<file path="src/sv/scan_sector_obstacle_steering_macros.svh">
// ----------------------------------------------------------------------------
// Scan sector obstacle steering assertion macros
// Concurrent assertion wrappers, empty in synthesis.
// ----------------------------------------------------------------------------
`ifndef SCAN_SECTOR_OBSTACLE_STEERING_MACROS_SVH
`define SCAN_SECTOR_OBSTACLE_STEERING_MACROS_SVH

`ifndef SYNTHESIS
`define SSOS_ASSERT_IMPL(label, clk, rst_n, ante, cons) \
    label: assert property (@(posedge clk) disable iff (!rst_n) (ante) |-> (cons)) \
        else $error("scan_sector_obstacle_steering: assertion failed");
`define SSOS_ASSERT_NEXT(label, clk, rst_n, ante, cons) \
    label: assert property (@(posedge clk) disable iff (!rst_n) (ante) |=> (cons)) \
        else $error("scan_sector_obstacle_steering: assertion failed");
`else
`define SSOS_ASSERT_IMPL(label, clk, rst_n, ante, cons)
`define SSOS_ASSERT_NEXT(label, clk, rst_n, ante, cons)
`endif

`endif

</file>
<file path="src/sv/ssos_pkg.sv">
// ----------------------------------------------------------------------------
// Scan sector obstacle steering package
// Shared widths, register map, reset values, blocked-sector and LED codes, result type.
// ----------------------------------------------------------------------------
`default_nettype none

package ssos_pkg;

    localparam int RANGE_W = 16;
    localparam int LEN_W   = 13;
    localparam int DIST_W  = 16;
    localparam int SPD_W   = 10;
    localparam int TRN_W   = 11;
    localparam int THR_W   = DIST_W + LEN_W;
    localparam int LIN_W   = 11;
    localparam int ANG_W   = 12;
    localparam int LED_W   = 2;
    localparam int BLK_W   = 3;
    localparam int DATA_W  = 32;
    localparam int PADDR_W = 5;
    localparam int REG_IDX_W = 3;

    localparam logic [REG_IDX_W-1:0] REG_SCAN_LENGTH   = 3'd0;
    localparam logic [REG_IDX_W-1:0] REG_MIN_DISTANCE  = 3'd1;
    localparam logic [REG_IDX_W-1:0] REG_CRUISE_SPEED  = 3'd2;
    localparam logic [REG_IDX_W-1:0] REG_TURNING_SPEED = 3'd3;
    localparam logic [REG_IDX_W-1:0] REG_TURN_RATE     = 3'd4;

    localparam logic [LEN_W-1:0]  RST_SCAN_LENGTH   = 13'd360;
    localparam logic [DIST_W-1:0] RST_MIN_DISTANCE  = 16'd450;
    localparam logic [SPD_W-1:0]  RST_CRUISE_SPEED  = 10'd100;
    localparam logic [SPD_W-1:0]  RST_TURNING_SPEED = 10'd80;
    localparam logic [TRN_W-1:0]  RST_TURN_RATE     = 11'd950;

    localparam logic [LEN_W-1:0]  MIN_LEN = 13'd3;

    // bit0 first third, bit1 middle third, bit2 last third
    localparam logic [BLK_W-1:0] BLK_CLEAR     = 3'b000;
    localparam logic [BLK_W-1:0] BLK_FIRST     = 3'b001;
    localparam logic [BLK_W-1:0] BLK_MIDDLE    = 3'b010;
    localparam logic [BLK_W-1:0] BLK_FIRST_MID = 3'b011;
    localparam logic [BLK_W-1:0] BLK_LAST      = 3'b100;
    localparam logic [BLK_W-1:0] BLK_OUTER     = 3'b101;
    localparam logic [BLK_W-1:0] BLK_MID_LAST  = 3'b110;
    localparam logic [BLK_W-1:0] BLK_ALL       = 3'b111;

    localparam logic [LED_W-1:0] LED_OFF   = 2'd0;
    localparam logic [LED_W-1:0] LED_RIGHT = 2'd3;
    localparam logic [LED_W-1:0] LED_LEFT  = 2'd1;

    typedef enum logic [1:0] {
        DIR_NONE,
        DIR_LEFT,
        DIR_RIGHT
    } dir_t;

    typedef struct packed {
        logic signed [LIN_W-1:0] linear_speed;
        logic signed [ANG_W-1:0] angular_rate;
        logic [LED_W-1:0]        led_one;
        logic [LED_W-1:0]        led_two;
        logic [BLK_W-1:0]        blocked_sectors;
    } decision_t;

endpackage

`default_nettype wire

</file>
<file path="src/sv/scan_sector_obstacle_steering.sv">
// ----------------------------------------------------------------------------
// Scan sector obstacle steering
// Sums range samples per scan third and issues a steering command per scan.
// ----------------------------------------------------------------------------
// Takes one range sample per clock, in scan index order, and gives one command
// after the last sample of each scan. On the transfer of the last sample, stage A
// registers it with its third selection and the sample count; stage B then
// updates and captures the per-third sums, and the output register then takes
// the threshold compare and the decision table, held while m_ready is low.
// s_ready drops only while a finished command waits in the output register with
// m_ready low and the next command has reached the compare stage; otherwise
// samples keep flowing at one per clock.
// Registers are written over the APB port at byte address 4*index.
`default_nettype none

`include "scan_sector_obstacle_steering_macros.svh"

module scan_sector_obstacle_steering #(
    parameter int MAX_SCAN = 4096
) (
    input  logic                                aclk,
    input  logic                                aresetn,

    input  logic                                psel,
    input  logic                                penable,
    input  logic                                pwrite,
    input  logic [ssos_pkg::PADDR_W-1:0]        paddr,
    input  logic [ssos_pkg::DATA_W-1:0]         pwdata,
    output logic [ssos_pkg::DATA_W-1:0]         prdata,
    output logic                                pready,

    input  logic                                s_valid,
    output logic                                s_ready,
    input  logic [ssos_pkg::RANGE_W-1:0]        s_range_mm,
    input  logic                                s_range_valid,

    output logic                                m_valid,
    input  logic                                m_ready,
    output logic signed [ssos_pkg::LIN_W-1:0]   m_linear_speed,
    output logic signed [ssos_pkg::ANG_W-1:0]   m_angular_rate,
    output logic [ssos_pkg::LED_W-1:0]          m_led_one,
    output logic [ssos_pkg::LED_W-1:0]          m_led_two,
    output logic [ssos_pkg::BLK_W-1:0]          m_blocked_sectors
);

    import ssos_pkg::*;

    localparam int CNT_W = (MAX_SCAN > 2) ? $clog2(MAX_SCAN) : 2;
    localparam int SUM_W = RANGE_W + CNT_W;
    localparam int CW    = (CNT_W + 2 > LEN_W + 1) ? CNT_W + 2 : LEN_W + 1;
    localparam int MW    = (LEN_W > 17) ? LEN_W : 17;

    // configuration
    logic [LEN_W-1:0]  scan_length_reg;
    logic [DIST_W-1:0] min_distance_reg;
    logic [SPD_W-1:0]  cruise_speed_reg;
    logic [SPD_W-1:0]  turning_speed_reg;
    logic [TRN_W-1:0]  turn_rate_reg;
    logic [THR_W-1:0]  thr_reg;
    logic              cfg_write;
    logic [REG_IDX_W-1:0] cfg_idx;

    // sample count and sector selection
    logic [CNT_W-1:0]  cnt_reg;
    logic [CNT_W-1:0]  cnt_next;
    logic [LEN_W-1:0]  eff_len;
    logic [CW-1:0]     len_c;
    logic [CW-1:0]     len2_c;
    logic [CW-1:0]     n3;
    logic              scan_end;
    logic [2:0]        sel;
    logic              out_free;
    logic              advance;
    logic              s_accept;

    // stage A
    logic              a_vld_reg;
    logic              a_last_reg;
    logic [2:0]        a_sel_reg;
    logic [RANGE_W-1:0] a_range_reg;

    // stage B
    logic              b_vld_reg;
    logic [SUM_W-1:0]  first_sum_reg;
    logic [SUM_W-1:0]  middle_sum_reg;
    logic [SUM_W-1:0]  last_sum_reg;
    logic [SUM_W-1:0]  first_snap_reg;
    logic [SUM_W-1:0]  middle_snap_reg;
    logic [SUM_W-1:0]  last_snap_reg;
    logic [SUM_W-1:0]  first_add;
    logic [SUM_W-1:0]  middle_add;
    logic [SUM_W-1:0]  last_add;
    logic [SUM_W-1:0]  range_ext;

    // output
    logic              m_valid_reg;
    decision_t         decision;
    decision_t         out_reg;

    assign pready    = 1'b1;
    assign cfg_idx   = paddr[PADDR_W-1:2];
    assign cfg_write = psel && penable && pwrite;

    always_ff @(posedge aclk) begin
        if (!aresetn) begin
            scan_length_reg   <= RST_SCAN_LENGTH;
            min_distance_reg  <= RST_MIN_DISTANCE;
            cruise_speed_reg  <= RST_CRUISE_SPEED;
            turning_speed_reg <= RST_TURNING_SPEED;
            turn_rate_reg     <= RST_TURN_RATE;
        end else if (cfg_write) begin
            unique case (cfg_idx)
                REG_SCAN_LENGTH:   scan_length_reg   <= pwdata[LEN_W-1:0];
                REG_MIN_DISTANCE:  min_distance_reg  <= pwdata[DIST_W-1:0];
                REG_CRUISE_SPEED:  cruise_speed_reg  <= pwdata[SPD_W-1:0];
                REG_TURNING_SPEED: turning_speed_reg <= pwdata[SPD_W-1:0];
                REG_TURN_RATE:     turn_rate_reg     <= pwdata[TRN_W-1:0];
                default: begin
                end
            endcase
        end
    end

    always_comb begin
        unique case (cfg_idx)
            REG_SCAN_LENGTH:   prdata = DATA_W'(scan_length_reg);
            REG_MIN_DISTANCE:  prdata = DATA_W'(min_distance_reg);
            REG_CRUISE_SPEED:  prdata = DATA_W'(cruise_speed_reg);
            REG_TURNING_SPEED: prdata = DATA_W'(turning_speed_reg);
            REG_TURN_RATE:     prdata = DATA_W'(turn_rate_reg);
            default:           prdata = '0;
        endcase
    end

    always_comb begin
        if (scan_length_reg < MIN_LEN) begin
            eff_len = MIN_LEN;
        end else if (MW'(scan_length_reg) > MW'(MAX_SCAN)) begin
            eff_len = LEN_W'(MAX_SCAN);
        end else begin
            eff_len = scan_length_reg;
        end
    end

    always_ff @(posedge aclk) begin
        thr_reg <= THR_W'(min_distance_reg) * THR_W'(eff_len);
    end

    assign out_free = !m_valid_reg || m_ready;
    assign advance  = out_free || !b_vld_reg;
    assign s_ready  = advance;
    assign s_accept = s_valid && advance;

    assign len_c    = CW'(eff_len);
    assign len2_c   = len_c << 1;
    assign n3       = (CW'(cnt_reg) << 1) + CW'(cnt_reg);
    assign scan_end = (CW'(cnt_reg) + CW'(1)) >= len_c;
    assign cnt_next = scan_end ? '0 : cnt_reg + CNT_W'(1);

    // membership: first 3n < L, middle floor(L/3) <= n && 3n < 2L, last floor(2L/3) <= n
    assign sel[0] = n3 < len_c;
    assign sel[1] = ((n3 + CW'(3)) > len_c) && (n3 < len2_c);
    assign sel[2] = (n3 + CW'(3)) > len2_c;

    always_ff @(posedge aclk) begin
        if (!aresetn) begin
            cnt_reg   <= '0;
            a_vld_reg <= 1'b0;
        end else if (advance) begin
            a_vld_reg <= s_valid;
            if (s_valid) begin
                cnt_reg <= cnt_next;
            end
        end
    end

    always_ff @(posedge aclk) begin
        if (advance) begin
            a_last_reg  <= scan_end;
            a_sel_reg   <= s_range_valid ? sel : 3'b000;
            a_range_reg <= s_range_mm;
        end
    end

    assign range_ext  = SUM_W'(a_range_reg);
    assign first_add  = first_sum_reg  + (a_sel_reg[0] ? range_ext : '0);
    assign middle_add = middle_sum_reg + (a_sel_reg[1] ? range_ext : '0);
    assign last_add   = last_sum_reg   + (a_sel_reg[2] ? range_ext : '0);

    always_ff @(posedge aclk) begin
        if (!aresetn) begin
            b_vld_reg      <= 1'b0;
            first_sum_reg  <= '0;
            middle_sum_reg <= '0;
            last_sum_reg   <= '0;
        end else if (advance) begin
            b_vld_reg <= a_vld_reg && a_last_reg;
            if (a_vld_reg) begin
                if (a_last_reg) begin
                    first_sum_reg  <= '0;
                    middle_sum_reg <= '0;
                    last_sum_reg   <= '0;
                end else begin
                    first_sum_reg  <= first_add;
                    middle_sum_reg <= middle_add;
                    last_sum_reg   <= last_add;
                end
            end
        end
    end

    always_ff @(posedge aclk) begin
        if (advance && a_vld_reg && a_last_reg) begin
            first_snap_reg  <= first_add;
            middle_snap_reg <= middle_add;
            last_snap_reg   <= last_add;
        end
    end

    ssos_decide #(
        .SUM_W(SUM_W)
    ) u_decide (
        .first_sum     (first_snap_reg),
        .middle_sum    (middle_snap_reg),
        .last_sum      (last_snap_reg),
        .thr           (thr_reg),
        .cruise_speed  (cruise_speed_reg),
        .turning_speed (turning_speed_reg),
        .turn_rate     (turn_rate_reg),
        .decision      (decision)
    );

    always_ff @(posedge aclk) begin
        if (!aresetn) begin
            m_valid_reg <= 1'b0;
        end else if (out_free) begin
            m_valid_reg <= b_vld_reg;
        end
    end

    always_ff @(posedge aclk) begin
        if (out_free && b_vld_reg) begin
            out_reg <= decision;
        end
    end

    assign m_valid           = m_valid_reg;
    assign m_linear_speed    = out_reg.linear_speed;
    assign m_angular_rate    = out_reg.angular_rate;
    assign m_led_one         = out_reg.led_one;
    assign m_led_two         = out_reg.led_two;
    assign m_blocked_sectors = out_reg.blocked_sectors;

    `SSOS_ASSERT_NEXT(a_cnt_wrap, aclk, aresetn, s_accept && scan_end, cnt_reg == '0)
    `SSOS_ASSERT_NEXT(a_snap_load, aclk, aresetn, advance && a_vld_reg && a_last_reg, b_vld_reg)
    `SSOS_ASSERT_IMPL(a_led_excl, aclk, aresetn, m_valid, !(m_led_one != '0 && m_led_two != '0))

endmodule

`default_nettype wire

</file>
<file path="src/sv/ssos_decide.sv">
// ----------------------------------------------------------------------------
// Scan sector obstacle steering decision
// Flags each third against the threshold and maps the flags to a command.
// ----------------------------------------------------------------------------
`default_nettype none

module ssos_decide #(
    parameter int SUM_W = 28
) (
    input  logic [SUM_W-1:0]              first_sum,
    input  logic [SUM_W-1:0]              middle_sum,
    input  logic [SUM_W-1:0]              last_sum,
    input  logic [ssos_pkg::THR_W-1:0]    thr,
    input  logic [ssos_pkg::SPD_W-1:0]    cruise_speed,
    input  logic [ssos_pkg::SPD_W-1:0]    turning_speed,
    input  logic [ssos_pkg::TRN_W-1:0]    turn_rate,
    output ssos_pkg::decision_t           decision
);

    import ssos_pkg::*;

    localparam int CMP_W = (SUM_W + 2 > THR_W) ? SUM_W + 2 : THR_W;

    logic [CMP_W-1:0]        first3;
    logic [CMP_W-1:0]        middle3;
    logic [CMP_W-1:0]        last3;
    logic [CMP_W-1:0]        thr_ext;
    logic [BLK_W-1:0]        blk;
    logic                    l_ge_f;
    logic                    l_ge_m;
    logic                    m_ge_f;
    logic                    m_ge_l;
    logic                    f_ge_l;
    logic signed [LIN_W-1:0] cruise_s;
    logic signed [LIN_W-1:0] turning_s;
    logic signed [ANG_W-1:0] rate_s;
    logic signed [LIN_W-1:0] speed;
    dir_t                    dir;

    assign first3  = (CMP_W'(first_sum) << 1) + CMP_W'(first_sum);
    assign middle3 = (CMP_W'(middle_sum) << 1) + CMP_W'(middle_sum);
    assign last3   = (CMP_W'(last_sum) << 1) + CMP_W'(last_sum);
    assign thr_ext = CMP_W'(thr);

    assign blk = {last3 < thr_ext, middle3 < thr_ext, first3 < thr_ext};

    assign l_ge_f = last_sum >= first_sum;
    assign l_ge_m = last_sum >= middle_sum;
    assign m_ge_f = middle_sum >= first_sum;
    assign m_ge_l = middle_sum >= last_sum;
    assign f_ge_l = first_sum >= last_sum;

    assign cruise_s  = $signed({1'b0, cruise_speed});
    assign turning_s = $signed({1'b0, turning_speed});
    assign rate_s    = $signed({1'b0, turn_rate});

    always_comb begin
        speed = turning_s;
        dir   = DIR_NONE;
        case (blk) inside
            BLK_CLEAR, BLK_OUTER: begin
                speed = cruise_s;
            end
            BLK_FIRST: begin
                dir = DIR_LEFT;
            end
            BLK_LAST, BLK_MID_LAST: begin
                dir = DIR_RIGHT;
            end
            BLK_FIRST_MID: begin
                speed = '0;
                dir   = DIR_LEFT;
            end
            BLK_MIDDLE: begin
                dir = f_ge_l ? DIR_RIGHT : DIR_LEFT;
            end
            BLK_ALL: begin
                if (l_ge_f && l_ge_m) begin
                    dir = DIR_LEFT;
                end else if (m_ge_f && m_ge_l) begin
                    speed = -cruise_s;
                end else begin
                    dir = DIR_RIGHT;
                end
            end
            default: begin
                speed = cruise_s;
            end
        endcase
    end

    always_comb begin
        decision.linear_speed    = speed;
        decision.blocked_sectors = blk;
        decision.angular_rate    = '0;
        decision.led_one         = LED_OFF;
        decision.led_two         = LED_OFF;
        unique case (dir)
            DIR_LEFT: begin
                decision.angular_rate = rate_s;
                decision.led_two      = LED_LEFT;
            end
            DIR_RIGHT: begin
                decision.angular_rate = -rate_s;
                decision.led_one      = LED_RIGHT;
            end
            default: begin
                decision.angular_rate = '0;
            end
        endcase
    end

endmodule

`default_nettype wire
</file>
<file path="config.mk">
export PLATFORM = sky130hd
export DESIGN_NAME = scan_sector_obstacle_steering
export DESIGN_NICKNAME = d
export VERILOG_FILES = /design/src/sv/ssos_pkg.sv /design/src/sv/scan_sector_obstacle_steering.sv /design/src/sv/ssos_decide.sv
export VERILOG_INCLUDE_DIRS = /design/src /design/src/sv
export SDC_FILE = /design/constraint.sdc
export NUM_CORES = 2
export LEC_CHECK = 0
export ABC_AREA = 0
export BUFFER_PORTS_ARGS = -buffer_cell sky130_fd_sc_hd__buf_2
export CORE_MARGIN = 5
export CORE_UTILIZATION = 50
export CTS_BUF_LIST = sky130_fd_sc_hd__clkbuf_8
export CTS_CLUSTER_SIZE = 25
export DETAILED_ROUTE_END_ITERATION = 16
export GPL_TIMING_DRIVEN = 0
export PLACE_DENSITY_LB_ADDON = 0.12
export SLEW_MARGIN = 20
export SYNTH_ARGS = -nofsm -noshare
export SYNTH_HDL_FRONTEND = slang
export SYNTH_SLANG_ARGS = --single-unit
</file>
<file path="constraint.sdc">
create_clock -name aclk -period 7.4 [get_ports aclk]
set_input_delay 1.48 -clock aclk [delete_from_list [all_inputs] [get_ports aclk]]
set_output_delay 1.48 -clock aclk [all_outputs]
set_load 0.005 [all_outputs]
</file>
==> run_results.csv <==
group,metric,value,unit
status,outcome,"completed",
synthesis,ys.flop_type,"dfxtp_1",
pwr,p_switching,0.00119,W
pwr,p_leak,16.1,nW
sta,hold_viol,0,
die,die-area,69700,um2
sta,rsz0062_at_grt,"no",
sta,fin_crit,7050,ps
synthesis,syn_inst,3711,
worst_setup_path,cp_max_fo,10,
cts,clock_sinks,320,
worst_setup_path,cp-end-kind,"flop",
cts,cts_hold_buf,0,
global_routing,grt_pass1_wl,144000,um
route,drt-total-wl,92600,um
synthesis,synth-edff-count,132,
route,viasPerCell,5.66,
synthesis,synth.largest_area_cell,"ha_1",
finish,largest_register_ffs,29,
synthesis,seq_area_frac_synth,23.9,%
route,drc,0,
global_routing,globalRouteOverflowTotal,0,
finish,fin_util,55.0,%
sta,finalClockSkew,57.8,ps
synthesis,netlist_area,32300,um2
worst_setup_path,cpMostUsedCell,"fa_1",
global_routing,grt_max_degree,65,
worst_setup_path,cp_slowest_stage_delay,570,ps
die,initial_core_util,50.3,%
finish,final_cell_area,35300,um2
synthesis,synth_area_leaders,"ha_1 (18%), edfxtp_1 (12%), dfxtp_1 (12%)",
worst_setup_path,cp-start-kind,"flop",
synthesis,synth_top_family_by_area,"adder cells",
synthesis,synth_common_cells,"ha_1 (454), inv_1 (407), nand2_1 (364)",
cts,clk_pin_slew,60,ps
die,die_w,264,um
worst_setup_path,crit_slowest_cell,"fa_1",
synthesis,synth_xor_xnor_area_share,5.56,%
finish,drive_gt1_share,7.11,%
finish,nets,4551,
synthesis,synth-simple-area-share,18.2,%
die,num_rows,93,
route,drt_iter0_drc,2054,
finish,area_growth,9.48,%
cts,cts-buffers-inserted,58,
pwr,p_seq_share,43.6,%
cts,cts_tree,"yes",
sta,fmax,0.142,GHz
sta,relSlewSlack,23.9,%
sta,fin_crit_sh,95.3,%
cts,htree_levels,2,
synthesis,synthAdderAreaFrac,27.6,%
die,die_h,264,um
place,dpl.hpwl,74500,um
pwr,power_frac_comb,12.4,%
synthesis,ys_ff_latch,320,
die,ios,126,
worst_setup_path,crit_arrival,7610,ps
sta,setup_violations,0,
cts,clkLatencyLatePin,680,ps
pwr,power_frac_clock,44.0,%
synthesis,synth.avg_cell_area,8.70,um2
min_path,hp-class,"flop to flop",
cts,cts_root_buf,"clkbuf_8",
route,dr_total_vias,27000,
worst_setup_path,cp.required,7960,ps
sta,drv_slew,0,
pwr,switching_share,27.6,%
pwr,p_int,0.00314,W
synthesis,synth_compound_area_share,17.3,%
place,portBuffers,86,
job,drv_cap,0,
cts,clock_tree.buffer_depth,3,
route,dr.pass1.iters,6,
sta,worst_slew_pin_slew,1140,ps
global_routing,grt_pass1_vias,26000,
synthesis,ys_warn_count,0,
synthesis,synth_cell_types,102,
global_routing,track_usage,25.7,%
pwr,ir_drop,0.000124,V
worst_setup_path,cpLargestDelayFamily,"adder cells",
die,coreArea,64200,um2
synthesis,muxShareOfSynthArea,0.678,%
route,drtAntennaViolNets,0,
global_routing,antenna_found_initial,1,
synthesis,synth_top_area_share,17.6,%
pwr,power_density,123,nW/um2
synthesis,synth.most_common_cell,"ha_1",
synthesis,async_reset_ff_share,0,%
place,globalplace.congestion,0.905,
worst_setup_path,cp.buffers_inverters,6,
route,routedWlPerCell,19.4,um
worst_setup_path,crit_type,"flop to flop",
place,placed_area,33900,um2
metal layers:
layer | global-route usage, % | up-vias | routed length, um
met2 | 40.2 | 762 | 41000
li1 | - | 13300 | -
met3 | 4.68 | 128 | 6690
met1 | 37.3 | 12900 | 43100
met4 | 5.82 | 0 | 1790
met5 | 0 | - | 0
final timing paths:
kind | end | cells after the start | start | slack (ps)
min reg2reg | first_sum_reg[0] | 2 | first_sum_reg[0] | 480
max reg2reg | thr_reg[27] | 26 | scan_length_reg[7] | 350
min | first_sum_reg[0] | 2 | first_sum_reg[0] | 480
max | thr_reg[27] | 26 | scan_length_reg[7] | 350
cell families (layout without fill, tap and decap cells):
group	Yosys count	in the layout
adders and majority gates	615	615
and+or+nand+nor	1161	1161
DFF	320	320
AOI/OAI and AO/OA	833	833
other	2	20
xor gates and xnor gates	204	204
muxes	21	21
buffers and inverters	555	752
timing repair:
item / 4_1_cts / 5_1_grt
pin swaps: 2 / 4
gates resized for setup: 12 / 34
buffers inserted: 2 / 1
endpoints found under the setup margin: 16 / 18
worst min-delay path: stages, from the launching register on:
cell and delay [ps]:
dfxtp_1 320, nand2_1 50, a21boi_0 60
cells in the final DEF (no fill, tap or decap), drive strengths merged, types with 16 or more instances in the layout:
cell type and n:
inv 432, a22oi 65, a211oi 19, o21bai 21, nand2 365, conb 18, o22ai 16, o211ai 27
nand2b 27, a21boi 70, ha 454, edfxtp 132, nor3 53, xnor2 140, buf 124, nor2b 98
nand3 109, o21a 49, and3 54, a21oi 203, o21ai 147, nor2 156, clkbuf 168, a21o 89
and2 153, dfxtp 188, xor2 64, clkinv 16, nand4 59, or3 22, a31oi 29, nor4 18
fa 161
power by group through the flow:
stage	clock [W]	combinational [W]	sequential, W
3_5_place_dp	0	0.000539	0.00193
3_3_place_gp	0	0.000536	0.00192
2_1_floorplan	0	0.000365	0.00191
5_1_grt	0.00203	0.000606	0.00189
4_1_cts	0.00195	0.000541	0.00189
6_report	0.00191	0.000539	0.00189
per-stage QoR:
stage / total power (W) / cells / setup TNS, ps / worst slack [ps] / hold slack, ps
floorplan: 0.00228 / 3727 / 0 / 755 / 445
global placement: 0.00246 / 4668 / -5150 / -532 / 462
detailed placement: 0.00246 / 4670 / -4750 / -538 / 469
CTS: 0.00438 / 4781 / 0 / 5.94 / 478
global route: 0.00453 / 4780 / 0 / 2.16 / 519
finish: 0.00433 / 4781 / 0 / 351 / 481
area by class of cell:
cell class              count  area, um2
diodes                      2       5.00
fillers                  6135      28900
repair buffers             91        500
clock inverters            50        470
inverters                 410       1540
clock buffers              59        812
flip-flops and latches    320       7730
well taps                 855       1070
plain buffers             142        649
multi-input cells        2852      22600
(Power assumes the default switching activity.)
